File: src/rtl/spc_pkg.sv
// Shared types, constants and register indexes of the speed PI controller.
package spc_pkg;

   localparam int unsigned FRAC_BITS_DFLT   = 16;
   localparam int unsigned QUEUE_DEPTH_DFLT = 4;

   localparam int unsigned SPEED_W  = 16;
   localparam int unsigned ERROR_W  = SPEED_W + 1;
   localparam int unsigned GAIN_W   = 32;
   localparam int unsigned IBOUND_W = 31;
   localparam int unsigned DBOUND_W = 15;
   localparam int unsigned SUM_W    = 32;
   localparam int unsigned CMD_W    = 16;
   localparam int unsigned CSR_IDX_W = 3;

   // register indexes on the csr port
   localparam logic [CSR_IDX_W-1:0] CSR_PROP_GAIN    = 3'd0;
   localparam logic [CSR_IDX_W-1:0] CSR_INTEG_GAIN   = 3'd1;
   localparam logic [CSR_IDX_W-1:0] CSR_FEEDFWD_GAIN = 3'd2;
   localparam logic [CSR_IDX_W-1:0] CSR_INTEG_BOUND  = 3'd3;
   localparam logic [CSR_IDX_W-1:0] CSR_DRIVE_BOUND  = 3'd4;

   typedef struct packed {
      logic signed [GAIN_W-1:0] prop_gain;
      logic signed [GAIN_W-1:0] integ_gain;
      logic signed [GAIN_W-1:0] feedfwd_gain;
      logic [IBOUND_W-1:0]      integ_bound;
      logic [DBOUND_W-1:0]      drive_bound;
   } cfg_type;

   // one classified item as it sits in the queue
   typedef struct packed {
      logic                      stop;
      logic signed [SPEED_W-1:0] target;
      logic signed [ERROR_W-1:0] error;
   } item_type;

endpackage

File: src/rtl/spc_front.sv
// Front stage: takes request transactions, forms the speed error and flags stop items.
module spc_front (
   input  logic                       clock,
   input  logic                       reset,
   input  logic                       req_tvalid,
   output logic                       req_tready,
   input  logic [31:0]                req_tdata,
   input  logic [spc_pkg::DBOUND_W-1:0] drive_bound,
   output logic                       push_valid,
   input  logic                       push_ready,
   output spc_pkg::item_type          push_item
);

   logic              hold_valid_ff, hold_valid_in;
   spc_pkg::item_type item_ff, item_in;
   logic signed [spc_pkg::SPEED_W-1:0] target;
   logic signed [spc_pkg::SPEED_W-1:0] measured;
   logic accept;

   assign target     = req_tdata[15:0];
   assign measured   = req_tdata[31:16];
   assign req_tready = !hold_valid_ff || push_ready;
   assign accept     = req_tvalid && req_tready;
   assign push_valid = hold_valid_ff;
   assign push_item  = item_ff;

   always_comb begin
      item_in = item_ff;
      if (accept) begin
         item_in.stop   = (target == '0) || (drive_bound == '0);
         item_in.target = target;
         item_in.error  = spc_pkg::ERROR_W'(target) - spc_pkg::ERROR_W'(measured);
      end
      if (accept)
         hold_valid_in = 1'b1;
      else if (push_ready)
         hold_valid_in = 1'b0;
      else
         hold_valid_in = hold_valid_ff;
   end

   always_ff @(posedge clock) begin
      if (reset)
         hold_valid_ff <= 1'b0;
      else
         hold_valid_ff <= hold_valid_in;
      item_ff <= item_in;
   end

endmodule

File: config.mk
export PLATFORM = sky130hd
export DESIGN_NAME = spc_front
export DESIGN_NICKNAME = d
export VERILOG_FILES = /design/src/rtl/spc_pkg.sv /design/src/rtl/spc_front.sv
export SDC_FILE = /design/constraint.sdc
export NUM_CORES = 1
export LEC_CHECK = 0
export ABC_AREA = 1
export BUFFER_PORTS_ARGS = -buffer_cell sky130_fd_sc_hd__clkbuf_2
export CORE_UTILIZATION = 25
export CTS_CLUSTER_SIZE = 24
export DETAILED_ROUTE_END_ITERATION = 16
export PLACE_DENSITY = 0.58
export RECOVER_POWER = 100
export SKIP_LAST_GASP = 1
export SYNTH_ARGS = -nofsm -noshare
export SYNTH_HDL_FRONTEND = slang
export SYNTH_SLANG_ARGS = --single-unit
File: constraint.sdc
create_clock -name clock -period 2.8 [get_ports clock]
set_input_delay 0.42 -clock clock [delete_from_list [all_inputs] [get_ports clock]]
set_output_delay 0.42 -clock clock [all_outputs]
set_load 0.02 [all_outputs]
==> reports/qor.txt, run 1 <==
Initial antenna violation count: 0
PostCTS Resize Cnt: 0
Via count: 1958
IO buf count: 86
Final #Nets: 437
Most frequent cells in the layout: 93 x nand2_1, 64 x inv_1, 53 x clkbuf_1
Clk root buf: clkbuf_8
Starting Density: 25.72%
IO Pins: 87
Grt ovf: 0
Async set-reset flop share out of synthesis: 0%
Vias in the first global route: 1941
Ant diodes: 0
Die Y: 96.49 microns
First-pass GRT wire length: 8707 microns
Post-CTS Hold Fix Bufs: 0
Yosys warns: 0
Time the worst path needs with I/O delays and setup: 1.866 ns
Largest net degree at the start of global routing: 35
Vias per cell: 4.096
Max_cap viols: 0
Synthesis-stage register bit count: 35
Worst path bufs/invs: 3
Clk_lat worst skew: 0.29 ns
Worst Reg-to-Reg Cells: 2
Final setup fails: 0
CP cell instances: clkbuf_1, inv_1, ha_1, fa_1, inv_1, nand2_1, nand2_1, nand3_1, nand2_1, nand2_1, nand3_1, nand2_1
Clock Skews: 0.006391 ns
Tot Pwr: 1.394 mW
Dpl ws: 0.6989 ns
Synth-to-Final Area Change: 26.51%
TritonCTS Buffers: 5
Setup tns final: 0 ns
DRT iter0 DRCs: 72
Post-Layout Cell Count: 478
Final count of pins violating max slew: 0
CP top delay family: adder cells
Clk buf depth: 2
FP Rows: 34
Most common cell after layout, fill and taps aside: nand2_1
Critical Path RT: 2.85 ns
Gp weighted congestion: 0.7751
Outcome: finished, violations left
EDFF count, synth: 34
Pre-antenna DRT Iters: 10
# DRC: 2
CP Class: in -> reg
Synth area leader: edfxtp_1
Hold Crit Class: in -> reg
Failing checks: DRC
Worst setup path startpoint: req_tdata[0]
Layout cells sized above 1: 14.32%
Critical R2R Capture: push_item[32]$_DFFE_PP_
R2R Path Start: push_valid$_SDFFE_PP0P_
Final period util: 66.65%
Post-Route WL: 5289 microns
Worst Setup EP: push_item[16]$_DFFE_PP_
Area contributors post-synth: edfxtp_1 46%, nand2_1 15%, inv_1 11%
Post-detail-place hpwl: 4219 microns
Flop-to-flop setup slack: 1.22 ns
DR WL/cell: 11.06 microns
Slowest CP cell: fa_1
Post-Syn Nets: 343
CTS tree: built
Placed Instances: 470
Final Core Density: 32.54%
Number of library cell types mapped by synthesis: 21
Worst-Margin Slew: 0.8771 ns
Antenna viol nets, final: 0
Crit path largest cell delay: 0.42 ns
Syn Area/Cell: 8.117 sq um
Worst setup margin: 0.9339 ns
Critical path capture point type: flip-flop
Post-CTS Setup Inserts: 0
Top FF cell, synth: edfxtp_1
Area share of the largest cell type after synthesis: 45.74%
H-tree depth: 2
Worst hold slack: 0.2770 ns
Placed Area: 2816 sq um
RSZ-0062 raised after global routing: no
Worst relative slew slack: 41.52%
Maximum vdd ir drop: 0.1639 mV
Total track usage: 12.44%
Die Area: 9310 sq um
Clock transition at the registers of the reported paths: 0.08 ns
Fin area: 2824 sq um
CP arrival: 1.92 ns
Sink Count: 35
P per Cell Area: 493.5 nW/um^2
Critical Path Fanout Max: 3
Fmax: 0.5359 GHz
CP most frequent cell: nand2_1
Stages on worst setup path: 12
Die width: 96.49 microns
Cells after Synth: 275
P_leak: 1.446 nW
Crit path launch type: input pin
Endpoints failing hold: 0
Sequential share of the synthesized area: 46.64%
Cell Area, Synth: 2232 sq um
Core region area: 8678 sq um
## layout make-up
type                       count  area [sq um]
sequential                    35          1041
tap                          108         135.1
timing repair buffer          87         370.4
inverter                      66         247.7
clock buffer                   6         72.57
clock inverter                 2         12.51
multi-input combinational    174         944.7
fill                         969          5854
## worst min path at each step
stage,start,endpoint,slack [ns],cells past startpoint
after floorplan,reset,push_valid$_SDFFE_PP0P_,0.49,1
after global placement,push_valid$_SDFFE_PP0P_,push_valid$_SDFFE_PP0P_,0.52,2
after detailed placement,push_valid$_SDFFE_PP0P_,push_valid$_SDFFE_PP0P_,0.56,2
after CTS,reset,push_valid$_SDFFE_PP0P_,0.28,2
after global routing,reset,push_valid$_SDFFE_PP0P_,0.28,2
final,reset,push_valid$_SDFFE_PP0P_,0.28,2
## per-layer routing
layer  vias to the layer above  part of all wire (%)  track usage (%)
li1                       1042                     -                -
met1                       873                    44            14.71
met2                        36                    51            21.77
met3                         7                   4.0            2.191
met4                         0                   1.8            5.760
met5                         -                     0                0
## cells by family (layout without fill, tap and decap cells)
| group | after synthesis | after routing | synth area share, % |
|---|---|---|---|
| buffers and inverters | 66 | 161 | 11.10 |
| AND/OR/NAND/NOR | 137 | 137 | 26.74 |
| AO/OA/AOI/OAI | 13 | 13 | 2.915 |
| flip-flops | 35 | 35 | 46.64 |
| adder cells (fa/ha/maj) | 17 | 17 | 9.865 |
| XOR/XNOR | 7 | 7 | 2.747 |
## synth_stat cells, types with 2 or more instances
cell type / instances
ha_1: 16
nor4_1: 3
nor2_1: 16
nor3_1: 2
nand2_2: 6
xor2_1: 4
nor3_2: 3
a21oi_1: 12
or2_4: 2
edfxtp_1: 34
nand3_1: 11
inv_1: 64
xnor2_1: 3
nand2_1: 90
inv_2: 2
nand4_1: 2
## report_power, final
part	internal (mW)	switching [mW]	total, mW
registers	0.637	0.0140	0.651
logic	0.124	0.244	0.368
clock network	0.174	0.201	0.375
## registers in the layout, summed over array words and instances (netlist names)
register    flops
push_item      34
push_valid      1
Power figures use the tool's default switching activity.
==> run 2: changes to the inputs <==
clock period = 1.91 ns   (was 2.8 ns; I/O delays follow)
==> run 2 against run 1 <==
Against the previous run: the flow now finishes without violations; highest routed layer unchanged; combinational power up 49%; clock skew is 0.0039 ns lower; final cell count rose by 0.63%; die area did not move.
==> reports/qor.txt, run 2 (synthesis results as in run 1) <==
Outcome: completed
Most frequent cells in the layout: 92 x nand2_1, 64 x inv_1, 54 x clkbuf_1
Post-Layout Cell Count: 481 (+0.63%)
Die Area: 9310 sq um (unchanged)
Clock transition at the registers of the reported paths: 0.07 ns (about the same)
FF+latch area: 1041 sq um (unchanged)
Ant diodes: 0 (unchanged)
Post-CTS Setup Inserts: 0 (unchanged)
Hold Crit Class: in -> reg
CP arrival: 1.67 ns (-0.25 ns)
Most common cell after layout, fill and taps aside: nand2_1
IO buf count: 86 (unchanged)
Antenna viol nets, final: 0 (unchanged)
TritonCTS Buffers: 5 (unchanged)
Flop-to-flop setup slack: 0.36 ns (-0.86 ns)
Min-delay src: reset
Clk_lat worst skew: 0.28 ns (about the same)
H-tree depth: 2 (unchanged)
Pre-antenna DRT Iters: 4 (-6)
Fmax: 0.6163 GHz
Gp weighted congestion: 0.8184 (+5.6%)
Hold Path Cell Cnt: 2 (unchanged)
Via count: 1934 (-1.2%)
FP Rows: 34 (unchanged)
Critical R2R Capture: push_item[6]$_DFFE_PP_
Filler Cell Count: 964 (-0.52%)
Vias in the first global route: 1959 (+0.93%)
PostCTS Resize Cnt: 0 (unchanged)
Total track usage: 12.39% (-0.044 points)
Die Y: 96.49 microns (unchanged)
Time the worst path needs with I/O delays and setup: 1.623 ns
Max_cap viols: 0 (unchanged)
Synth-to-Final Area Change: 27.47%
Post-CTS Hold Fix Bufs: 0 (unchanged)
Worst relative slew slack: 41.62% (+0.10 points)
P_leak: 1.461 nW (+1.1%)
Maximum vdd ir drop: 0.2251 mV (+37%)
Worst path bufs/invs: 3 (unchanged)
Largest net degree at the start of global routing: 35 (unchanged)
# DRC: 0 (-2)
Post-detail-place hpwl: 4170 microns (-1.2%)
Vias per cell: 4.021 (-1.8%)
Fin area: 2845 sq um (+0.75%)
P per Cell Area: 712.1 nW/um^2 (+44%)
Worst-Margin Slew: 0.8756 ns (-0.001513 ns)
Final setup fails: 0 (unchanged)
Endpoints failing hold: 0 (unchanged)
First-pass GRT wire length: 8694 microns (-0.15%)
Final count of pins violating max slew: 0 (unchanged)
Starting Density: 25.72% (unchanged)
Clk buf depth: 2 (unchanged)
Layout cells sized above 1: 15.01% (+0.69 points)
Grt ovf: 0 (unchanged)
R2R Path Start: push_valid$_SDFFE_PP0P_
Crit path largest cell delay: 0.38 ns (-0.04 ns)
CP Class: in -> reg
Worst Reg-to-Reg Cells: 2 (unchanged)
Initial antenna violation count: 0 (unchanged)
Placed Instances: 473 (+0.64%)
Post-Route WL: 5167 microns (-2.3%)
CP most frequent cell: nand2_1
RSZ-0062 raised after global routing: no
Die width: 96.49 microns (unchanged)
Multi-input logic area: 947.2 sq um (+0.26%)
CP cell instances: clkbuf_1, inv_1, ha_1, fa_1, inv_1, nand2_1, nand2_1, nand3_1, nand2_1, nand2_2, nand3_1, nand2_1
Hold endpoint: push_valid$_SDFFE_PP0P_
Core region area: 8678 sq um (unchanged)
CP top delay family: simple AND/OR/NAND/NOR gates
Placed Area: 2851 sq um (+1.2%)
Final #Nets: 440 (+0.69%)
Clock Skews: 0.002504 ns (-0.003887 ns)
IO Pins: 87 (unchanged)
Sink Count: 35 (unchanged)
Critical Path Fanout Max: 3 (unchanged)
Critical Path RT: 1.96 ns (-0.89 ns)
Final period util: 84.95%
Crit path launch type: input pin
CTS tree: built
DR WL/cell: 10.74 microns (-2.9%)
Critical path capture point type: flip-flop
DRT iter0 DRCs: 58 (-19%)
Slowest CP cell: fa_1
Clk root buf: clkbuf_8
Setup tns final: 0 ns (unchanged)
Flip-flop count of the largest register after layout: 34 (unchanged)
[run 2: changes by cell type in the layout (fill, tap and decap cells not counted)]
cell        before  now
clkbuf_4         0    3
clkbuf_1        53   54
clkinvlp_4       1    0
nand2_1         93   92
nand2_2          3    4
[run 2: where the power goes]
group	leakage [nW]	switching, mW	internal (mW)
Sequential	0.338	0.0194	0.934
Clock	0.0422	0.270	0.256
Combinational	1.08	0.360	0.187
[run 2: how the worst max path moves through the flow]
stage | startpoint | endpoint | slack [ns] | cells past startpoint
finish | req_tdata[0] | push_item[16]$_DFFE_PP_ | 0.29 | 12
detailed placement | req_tdata[0] | push_item[12]$_DFFE_PP_ | 0.004 | 12
CTS | req_tdata[0] | push_item[12]$_DFFE_PP_ | 0.31 | 12
floorplan | push_valid$_SDFFE_PP0P_ | push_item[0]$_DFFE_PP_ | 0.12 | 1
global placement | req_tdata[0] | push_item[16]$_DFFE_PP_ | 0.04 | 12
global route | req_tdata[0] | push_item[16]$_DFFE_PP_ | 0.08 | 12
[run 2: through the flow]
step	hold WS, ns	utilization [%]	setup WS, ns	power (mW)
after floorplan	0.3556	-	0.1225	1.346
after global placement	0.4453	32.86	0.03926	1.549
after detailed placement	0.4495	32.86	0.004014	1.554
after CTS	0.1409	33.79	0.3125	2.090
after global routing	0.1459	32.79	0.07707	2.168
final	0.1488	32.79	0.2874	2.026
[run 2: area by class of cell]
| class | instances | area share [%] |
|---|---|---|
| flip-flops and latches | 35 | 36.59 |
| multi-input cells | 174 | 33.29 |
| well taps | 108 | 4.749 |
| repair buffers | 90 | 13.81 |
| clock inverters | 1 | 0.1759 |
| inverters | 66 | 8.707 |
| clock buffers | 7 | 2.682 |
[run 2: metal layers]
metal  up-vias  part of all wire, %  track usage (%)
met4         0                  2.0            5.147
met2        31                   50            22.24
met3         8                  3.3            2.504
met1       847                   45            14.25
met5         -                    0                0
li1       1048                    -                -
