### config.mk
export PLATFORM = sky130hd
export DESIGN_NAME = spc_queue
export DESIGN_NICKNAME = d
export VERILOG_FILES = /design/src/rtl/spc_pkg.sv /design/src/rtl/spc_queue.sv
export SDC_FILE = /design/constraint.sdc
export NUM_CORES = 1
export LEC_CHECK = 0
export ABC_AREA = 1
export CAP_MARGIN = 15
export CORE_MARGIN = 4
export CORE_UTILIZATION = 47
export DETAILED_ROUTE_END_ITERATION = 7
export DONT_BUFFER_PORTS = 1
export PLACE_DENSITY = 0.72
export SLEW_MARGIN = 20
export SYNTH_ARGS = -nofsm -noshare
export SYNTH_HDL_FRONTEND = slang
export SYNTH_SLANG_ARGS = --single-unit
### constraint.sdc
create_clock -name clock -period 7.58 [get_ports clock]
set_input_delay 1.137 -clock clock [delete_from_list [all_inputs] [get_ports clock]]
set_output_delay 1.137 -clock clock [all_outputs]
set_load 0.02 [all_outputs]
### src/rtl/spc_pkg.sv
// Shared types, constants and register indexes of the speed PI controller.
package spc_pkg;

   localparam int unsigned FRAC_BITS_DFLT   = 16;
   localparam int unsigned QUEUE_DEPTH_DFLT = 4;

   localparam int unsigned SPEED_W  = 16;
   localparam int unsigned ERROR_W  = SPEED_W + 1;
   localparam int unsigned GAIN_W   = 32;
   localparam int unsigned IBOUND_W = 31;
   localparam int unsigned DBOUND_W = 15;
   localparam int unsigned SUM_W    = 32;
   localparam int unsigned CMD_W    = 16;
   localparam int unsigned CSR_IDX_W = 3;

   // register indexes on the csr port
   localparam logic [CSR_IDX_W-1:0] CSR_PROP_GAIN    = 3'd0;
   localparam logic [CSR_IDX_W-1:0] CSR_INTEG_GAIN   = 3'd1;
   localparam logic [CSR_IDX_W-1:0] CSR_FEEDFWD_GAIN = 3'd2;
   localparam logic [CSR_IDX_W-1:0] CSR_INTEG_BOUND  = 3'd3;
   localparam logic [CSR_IDX_W-1:0] CSR_DRIVE_BOUND  = 3'd4;

   typedef struct packed {
      logic signed [GAIN_W-1:0] prop_gain;
      logic signed [GAIN_W-1:0] integ_gain;
      logic signed [GAIN_W-1:0] feedfwd_gain;
      logic [IBOUND_W-1:0]      integ_bound;
      logic [DBOUND_W-1:0]      drive_bound;
   } cfg_type;

   // one classified item as it sits in the queue
   typedef struct packed {
      logic                      stop;
      logic signed [SPEED_W-1:0] target;
      logic signed [ERROR_W-1:0] error;
   } item_type;

endpackage

### src/rtl/spc_queue.sv
// Small register queue between the front stage and the control loop.
module spc_queue #(
   parameter int unsigned DEPTH = spc_pkg::QUEUE_DEPTH_DFLT
) (
   input  logic              clock,
   input  logic              reset,
   input  logic              push_valid,
   output logic              push_ready,
   input  spc_pkg::item_type push_item,
   output logic              pop_valid,
   input  logic              pop,
   output spc_pkg::item_type pop_item
);

   localparam int unsigned PtrW = (DEPTH > 1) ? $clog2(DEPTH) : 1;
   localparam int unsigned CntW = $clog2(DEPTH + 1);
   localparam logic [PtrW-1:0] LastPtr = PtrW'(DEPTH - 1);

   spc_pkg::item_type slot_ff [DEPTH];
   logic [PtrW-1:0] wr_ptr_ff, wr_ptr_in;
   logic [PtrW-1:0] rd_ptr_ff, rd_ptr_in;
   logic [CntW-1:0] count_ff, count_in;
   logic do_push, do_pop;

   assign push_ready = (count_ff != CntW'(DEPTH));
   assign pop_valid  = (count_ff != '0);
   assign do_push    = push_valid && push_ready;
   assign do_pop     = pop && pop_valid;
   assign pop_item   = slot_ff[rd_ptr_ff];

   always_comb begin
      wr_ptr_in = wr_ptr_ff;
      rd_ptr_in = rd_ptr_ff;
      count_in  = count_ff;
      if (do_push)
         wr_ptr_in = (wr_ptr_ff == LastPtr) ? '0 : wr_ptr_ff + PtrW'(1);
      if (do_pop)
         rd_ptr_in = (rd_ptr_ff == LastPtr) ? '0 : rd_ptr_ff + PtrW'(1);
      if (do_push && !do_pop)
         count_in = count_ff + CntW'(1);
      else if (do_pop && !do_push)
         count_in = count_ff - CntW'(1);
   end

   always_ff @(posedge clock) begin
      if (reset) begin
         wr_ptr_ff <= '0;
         rd_ptr_ff <= '0;
         count_ff  <= '0;
      end else begin
         wr_ptr_ff <= wr_ptr_in;
         rd_ptr_ff <= rd_ptr_in;
         count_ff  <= count_in;
      end
      if (do_push)
         slot_ff[wr_ptr_ff] <= push_item;
   end

endmodule

==> results of run 1 <==
[flip-flops by register name, summed over array words and instances, names as in the netlist, named ones only]
register   count
slot_ff      136
count_ff       3
rd_ptr_ff      2
wr_ptr_ff      2
[final cells by class]
| cell class | instances | area (um^2) | share of cell area |
|---|---|---|---|
| clock inverter | 14 | 183 | 0.0283 |
| multi-input combinational | 216 | 1280 | 0.198 |
| inverter | 16 | 65.1 | 0.0101 |
| tap | 147 | 184 | 0.0285 |
| timing repair buffer | 4 | 55.1 | 0.00852 |
| clock buffer | 18 | 429 | 0.0664 |
| sequential | 145 | 4270 | 0.660 |
[report_power, final]
group	leakage [nW]	total [W]	switching, W	internal, W
registers	1.32	0.00101	0.0000272	0.000980
clock network	0.281	0.000845	0.000322	0.000523
logic	0.551	0.000656	0.000500	0.000156
total	2.15	0.00251	0.000849	0.00166
[cells in the final DEF (no fill, tap or decap), types with 6 or more instances in the layout]
cell type,count
nor2_2,20
clkbuf_16,17
dfxtp_1,8
nor2_1,59
ha_1,6
o22ai_2,20
o22ai_1,14
edfxtp_1,136
inv_1,14
o21ai_0,64
nand2_1,14
[layer usage]
layer | vias up | wire length (um)
met3 | 15 | 820
met4 | 2 | 137
met2 | 88 | 5600
met1 | 1568 | 4250
met5 | - | 13
li1 | 1468 | -
[per-stage QoR]
| step | std cells | worst slack [ns] |
|---|---|---|
| after floorplan | 398 | 4.46 |
| after global placement | 526 | 4.69 |
| after detailed placement | 526 | 4.61 |
| after CTS | 558 | 4.18 |
| after global routing | 560 | 4.06 |
| final | 560 | 4.23 |
[critical path: cells and delay by family, from the launching register on]
kind / cells / cell delay [ns]
flip-flops: 1 / 0.31
buffers and inverters: 2 / 0.83
AO/OA/AOI/OAI: 2 / 0.65
[cell families (layout without fill, tap and decap cells)]
family	after synthesis	count (layout)
flip-flops	145	145
AO/OA/AOI/OAI	106	106
AND/OR/NAND/NOR	102	102
buffers and inverters	37	52
adder cells (fa/ha/maj)	7	7
XOR/XNOR	1	1
[worst paths after layout]
check | from | end | slack (ns) | cells after the start
setup / recovery | register | pop_item[28] | 4.23 | 4
hold / removal | count_ff[1] | count_ff[1] | 0.53 | 2
hold reg to reg | count_ff[1] | count_ff[1] | 0.53 | 2
setup reg to reg | count_ff[0] | slot_ff[0][8] | 5.20 | 4
==> key figures, run 1 <==
Layout
  – Finished Core Util: 0.538
  – Synthesis-to-finish area growth: 12.4%
  – Layout cell share with drive strength beyond 1: 0.199
  – Layout net count: between 400 and 500
  – # diodes: 0
  – Fillers: 942
  – Post-route cell area: 6460 um^2

GRT
  – Met1 usage: 0.178
  – Initial antenna violation count: 1
  – Routing usage on met2: 0.259
  – Most Used Layer, Global Route: met2
  – Largest net degree at the start of global routing: 70
  – Global-route wire length before repair: 16.7 mm
  – Total GRT Usage: 0.157
  – GRT overflow: 0
  – Grt met3 use: 0.0656
  – Vias in the first global route: 3147

STA
  – Setup Viol. Count Final: 0
  – Slew @ Worst Pin: 1.09 ns
  – Sum Neg Setup Slack: 0 ns
  – Period minus WS final: about 3.4 ns
  – Relative slew slack: 0.271
  – Max Slew Vio Count: 0
  – Worst Clk Skew: between 0.01 and 0.015 ns
  – Fmax: between 200 and 300 MHz
  – Final hold slack: 0.534 ns
  – Hold Vio Cnt, Final: 0
  – Post-route clock period utilization: 0.442
  – Unrepaired setup endpoints after global routing: no

Clocking
  – # hold bufs at CTS: 0
  – Setup Buffers After CTS: 0
  – Longest Clk Path Bufs: 2
  – # clock sinks: approximately 150
  – Worst-path clk slew: 0.06 ns
  – CTS tree: built
  – Post-CTS resize count: 0
  – Worst skew pair latency: 0.41 ns
  – H-Tree Level Count: 4
  – Num CTS Buffers: 17
  – CTS root buffer: clkbuf_16

Synthesis
  – Post-synth net total: between 400 and 500
  – Xor/xnor share of the synthesized area: 0.00152
  – Adder-cell share of the synthesized area: 0.0166
  – Number of synthesis warnings: 0
  – Netlist Area Pre-Place: 5740 um^2
  – Synth area leaders: edfxtp_1 71%, o21ai_0 5.6%, o22ai_2 4.4%, nor2_1 4.1%, dfxtp_1 3.1%
  – Ys async rst share: 0
  – Post-synthesis mux area share: 0
  – Count leader, synth: edfxtp_1
  – Avg Cell Area, Syn: 14.4 um^2
  – Post-synthesis sequential area ratio: 0.742
  – Cell variety after synth: 24
  – Compound-Gate Fraction of Synth Area: 0.122
  – Synth cell count leaders: 136 x edfxtp_1, 64 x o21ai_0, 63 x nor2_1, 20 x nor2_2, 20 x o22ai_2
  – Area leader, netlist: edfxtp_1
  – Top_reg_cell synth: edfxtp_1
  – Cell count after synthesis: a little under 400
  – Main combinational cell family by area after synthesis: compound AO/OA/AOI/OAI gates
  – Post-synth top area share: 0.711
  – Post-Synth Simple-Gate Area: 0.0775
  – Post-synth EDFFs: 136
  – Number of synthesized register bits: roughly 150

Power and ir drop
  – PwrDens: 388 nW/um^2
  – Total power draw: roughly 0.0025 W
  – Worst vdd ir: approximately 200 uV
  – Static leakage: between 2 and 2.5 nW

Status
  – Status: complete, no violations

Placement
  – RePlAce Congestion: 0.719
  – Post-Place Cell Area: about 5800 um^2
  – Port Buf Inserts: 0
  – Final HPWL DP: 6.06 mm

Min path
  – Hold Path Class: register to register

Critical path
  – Critical Path Start Type: register
  – Setup CP Type: register to primary output
  – Crit. End Element: primary output
  – Slowest stage cell on the critical path: inv_6
  – CP Data Arrival Time: 2.21 ns
  – CP required: 6.44 ns
  – CP max stage delay: 0.51 ns
  – Crit-path cells: buf_4 > inv_6 > o21ai_1 > o22ai_1
  – Crit path max fanout: 69

Detailed routing
  – Final Routed Wirelength: 10.8 mm
  – DR vias/cell: around 5.6
  – Antenna viol nets, final: 0
  – Drt pass-1 iters: 4
  – DRC viols: 0
  – Via count: 3141
  – DR iter-0 viols: approximately 190
  – Routed length per instance: slightly below 20 um

Die
  – Die height: 119 um
  – IO Count: 74
  – Starting Density: 0.478
  – Site Rows: 40
  – DIE WIDTH: approximately 120 um
  – Core area: 12000 um^2
  – Die Footprint: approximately 14000 um^2

Job
  – Max Cap Viol: 0
Note: power is estimated with default switching activity, not from simulation.
==> run 2, diff against run 1 <==
==> constraint.sdc (replaced) <==
create_clock -name clock -period 3.39 [get_ports clock]
set_input_delay 0.5085 -clock clock [delete_from_list [all_inputs] [get_ports clock]]
set_output_delay 0.5085 -clock clock [all_outputs]
set_load 0.02 [all_outputs]
==> run 2 against run 1 <==
Net effect:
- setup slack lost 3.7 ns
- global-route usage is 0.81 points higher
- register-to-register slack got worse by 4.2 ns
- final cell count increased by 0.71%
- power up 120%
- hold slack worse by 0.38 ns
- largest cell class unchanged
- largest power group unchanged
==> key figures, run 2 (same netlist as run 1, synthesis figures left out) <==
Placement
  – RePlAce Congestion: 0.695 (-3.3%)
  – Final HPWL DP: 6.62 mm (+9.4%)
  – Port Buf Inserts: 0 (unchanged)

STA
  – Fmax: 351 MHz
  – Worst Clk Skew: 0.0104 ns (-0.00141 ns)
  – Max Slew Vio Count: 0 (unchanged)
  – Relative slew slack: 0.414 (+0.143)
  – Hold Vio Cnt, Final: 0 (unchanged)
  – Unrepaired setup endpoints after global routing: no
  – Slew @ Worst Pin: 0.879 ns (-0.212 ns)
  – Sum Neg Setup Slack: 0 ns (unchanged)
  – Period minus WS final: 2.85 ns
  – Post-route clock period utilization: 0.841
  – Setup Viol. Count Final: 0 (unchanged)

Detailed routing
  – DR iter-0 viols: 194 (+1.6%)
  – DR vias/cell: 5.53 (-1.4%)
  – Via count: 3120 (-0.67%)
  – Routed length per instance: 19.8 um (+2.4%)
  – Drt pass-1 iters: 4 (unchanged)
  – Final Routed Wirelength: 11.2 mm (+3.1%)
  – Antenna viol nets, final: 0 (unchanged)
  – DRC viols: 0 (unchanged)

Critical path
  – CP top delay family: flip-flops
  – CP required: 2.88 ns (-3.56 ns)
  – Worst path bufs/invs: 1 (-1)
  – Setup CP Type: register to primary output
  – Reg2reg start: count_ff[0]
  – R2R depth: 5 (+1)
  – Crit-path cells: buf_4 > o21ai_0 > o22ai_1
  – Worst path depth: 3 (-1)
  – CP max stage delay: 0.90 ns (+0.39 ns)
  – Crit path max fanout: 47 (-32%)
  – R2R Path End: slot_ff[3][7]
  – FF-to-FF setup slack: 0.99 ns (-4.21 ns)
  – Crit. End Element: primary output
  – CP Data Arrival Time: 2.34 ns (+0.13 ns)
  – Slowest stage cell on the critical path: dfxtp_2
  – Critical Path Start Type: register

Power and ir drop
  – Seq pwr share: 0.412 (+0.010)
  – Combinational power share: 0.256 (-0.006)
  – Total power draw: 0.00560 W (+120%)
  – Switching share of power: 0.340 (+0.000980)
  – Sw power: 0.00190 W (+120%)
  – Worst vdd ir: 481 uV (+140%)
  – PwrDens: 870 nW/um^2 (+120%)
  – Clock network fraction of total power: 0.332 (-0.005)
  – P_int: 0.00370 W (+120%)
  – Static leakage: 2.17 nW (+1.0%)

Clocking
  – Num CTS Buffers: 17 (unchanged)
  – Post-CTS resize count: 0 (unchanged)
  – # hold bufs at CTS: 0 (unchanged)
  – Worst-path clk slew: 0.06 ns (about the same)
  – CTS root buffer: clkbuf_16
  – H-Tree Level Count: 4 (unchanged)
  – # clock sinks: 145 (unchanged)
  – Worst skew pair latency: 0.42 ns (about the same)
  – Setup Buffers After CTS: 0 (unchanged)
  – CTS tree: built
  – Longest Clk Path Bufs: 2 (unchanged)

GRT
  – Most Used Layer, Global Route: met2
  – Largest net degree at the start of global routing: 69 (-1.4%)
  – GRT overflow: 0 (unchanged)
  – Grt met3 use: 0.0694 (+0.00383)
  – Routing usage on met2: 0.261 (+0.00284)
  – Total GRT Usage: 0.165 (+0.00811)
  – Initial antenna violation count: 0 (-1)
  – Global-route wire length before repair: 17.4 mm (+4.3%)
  – Met1 usage: 0.193 (+0.0159)
  – Vias in the first global route: 3144 (-0.095%)

Layout
  – Layout net count: 449 (+0.90%)
  – # diodes: 0 (unchanged)
  – Fillers: 970 (+3.0%)
  – Regs by FF count: slot_ff: 136 flops, count_ff: 3 flops
  – Commonest non-fill, non-tap cell in the layout: edfxtp_1
  – Commonest non-fill, non-tap cells in the layout: 136 x edfxtp_1, 64 x o21ai_0, 59 x nor2_1
  – Largest Register: slot_ff
  – Layout cell share with drive strength beyond 1: 0.204 (+0.00529)
  – Synthesis-to-finish area growth: 12.2%
  – Largest register FFs: 136 (unchanged)

Min path
  – Hold Path Class: primary input to register
  – Hold path cells: 1 (-1)
  – WHS Endpoint: count_ff[0]
  – Min-Delay Startpoint: reset

Die
  – DIE WIDTH: 119 um (unchanged)
  – Die Footprint: 14100 um^2 (unchanged)
  – IO Count: 74 (unchanged)
  – Starting Density: 0.478 (unchanged)
  – Core area: 12000 um^2 (unchanged)
  – Die height: 119 um (unchanged)
  – Site Rows: 40 (unchanged)

Status
  – Status: complete, no violations

Job
  – Max Cap Viol: 0 (unchanged)
[run 2: through the flow]
stage	utilization	hold slack [ns]	instance area, um^2	setup WS (ns)	instances
finish	0.537	0.159	6440	0.538	564
global route	0.537	0.142	6440	0.375	564
CTS	0.537	0.140	6440	0.497	564
detailed placement	0.487	0.526	5850	0.929	532
global placement	0.487	0.516	5850	0.975	532
floorplan	-	0.483	5740	0.662	398
[run 2: worst max path at each step]
stage	end	slack, ns
2_1_floorplan	slot_ff[0][0]	0.66
3_3_place_gp	pop_item[28]	0.98
3_5_place_dp	slot_ff[3][14]	0.93
4_1_cts	pop_item[28]	0.50
5_1_grt	pop_item[28]	0.37
6_report	pop_item[28]	0.54
[run 2: cell type report]
cell class              instances  area, um^2  area share
repair buffers                  8        60.1     0.00932
clock buffers                  19         433      0.0672
inverters                      16        65.1      0.0101
clock inverters                13         160      0.0248
flip-flops and latches        145        4270       0.662
well taps                     147         184      0.0285
multi-input cells             216        1280       0.198
[run 2: worst register-to-register path: stages (launching register included)]
cell     delay (ns)
dfxtp_1        0.39
nor2_1         0.07
nand2_1        0.27
nand2_1        0.33
nor2_4         0.75
buf_4          0.29
[run 2: power by group through the flow]
stage               clock network, W  registers (W)  logic [W]
floorplan                          0        0.00228    0.00127
global placement                   0        0.00234    0.00142
detailed placement                 0        0.00235    0.00146
CTS                          0.00189        0.00231    0.00147
global route                 0.00197        0.00233    0.00158
finish                       0.00186        0.00231    0.00143
[run 2: per-layer routing]
metal  routed length (um)  vias to the layer above
met5                    0                        -
met4                  136                        0
met3                  909                       13
met2                 5720                       94
met1                 4390                     1536
li1                     -                     1477
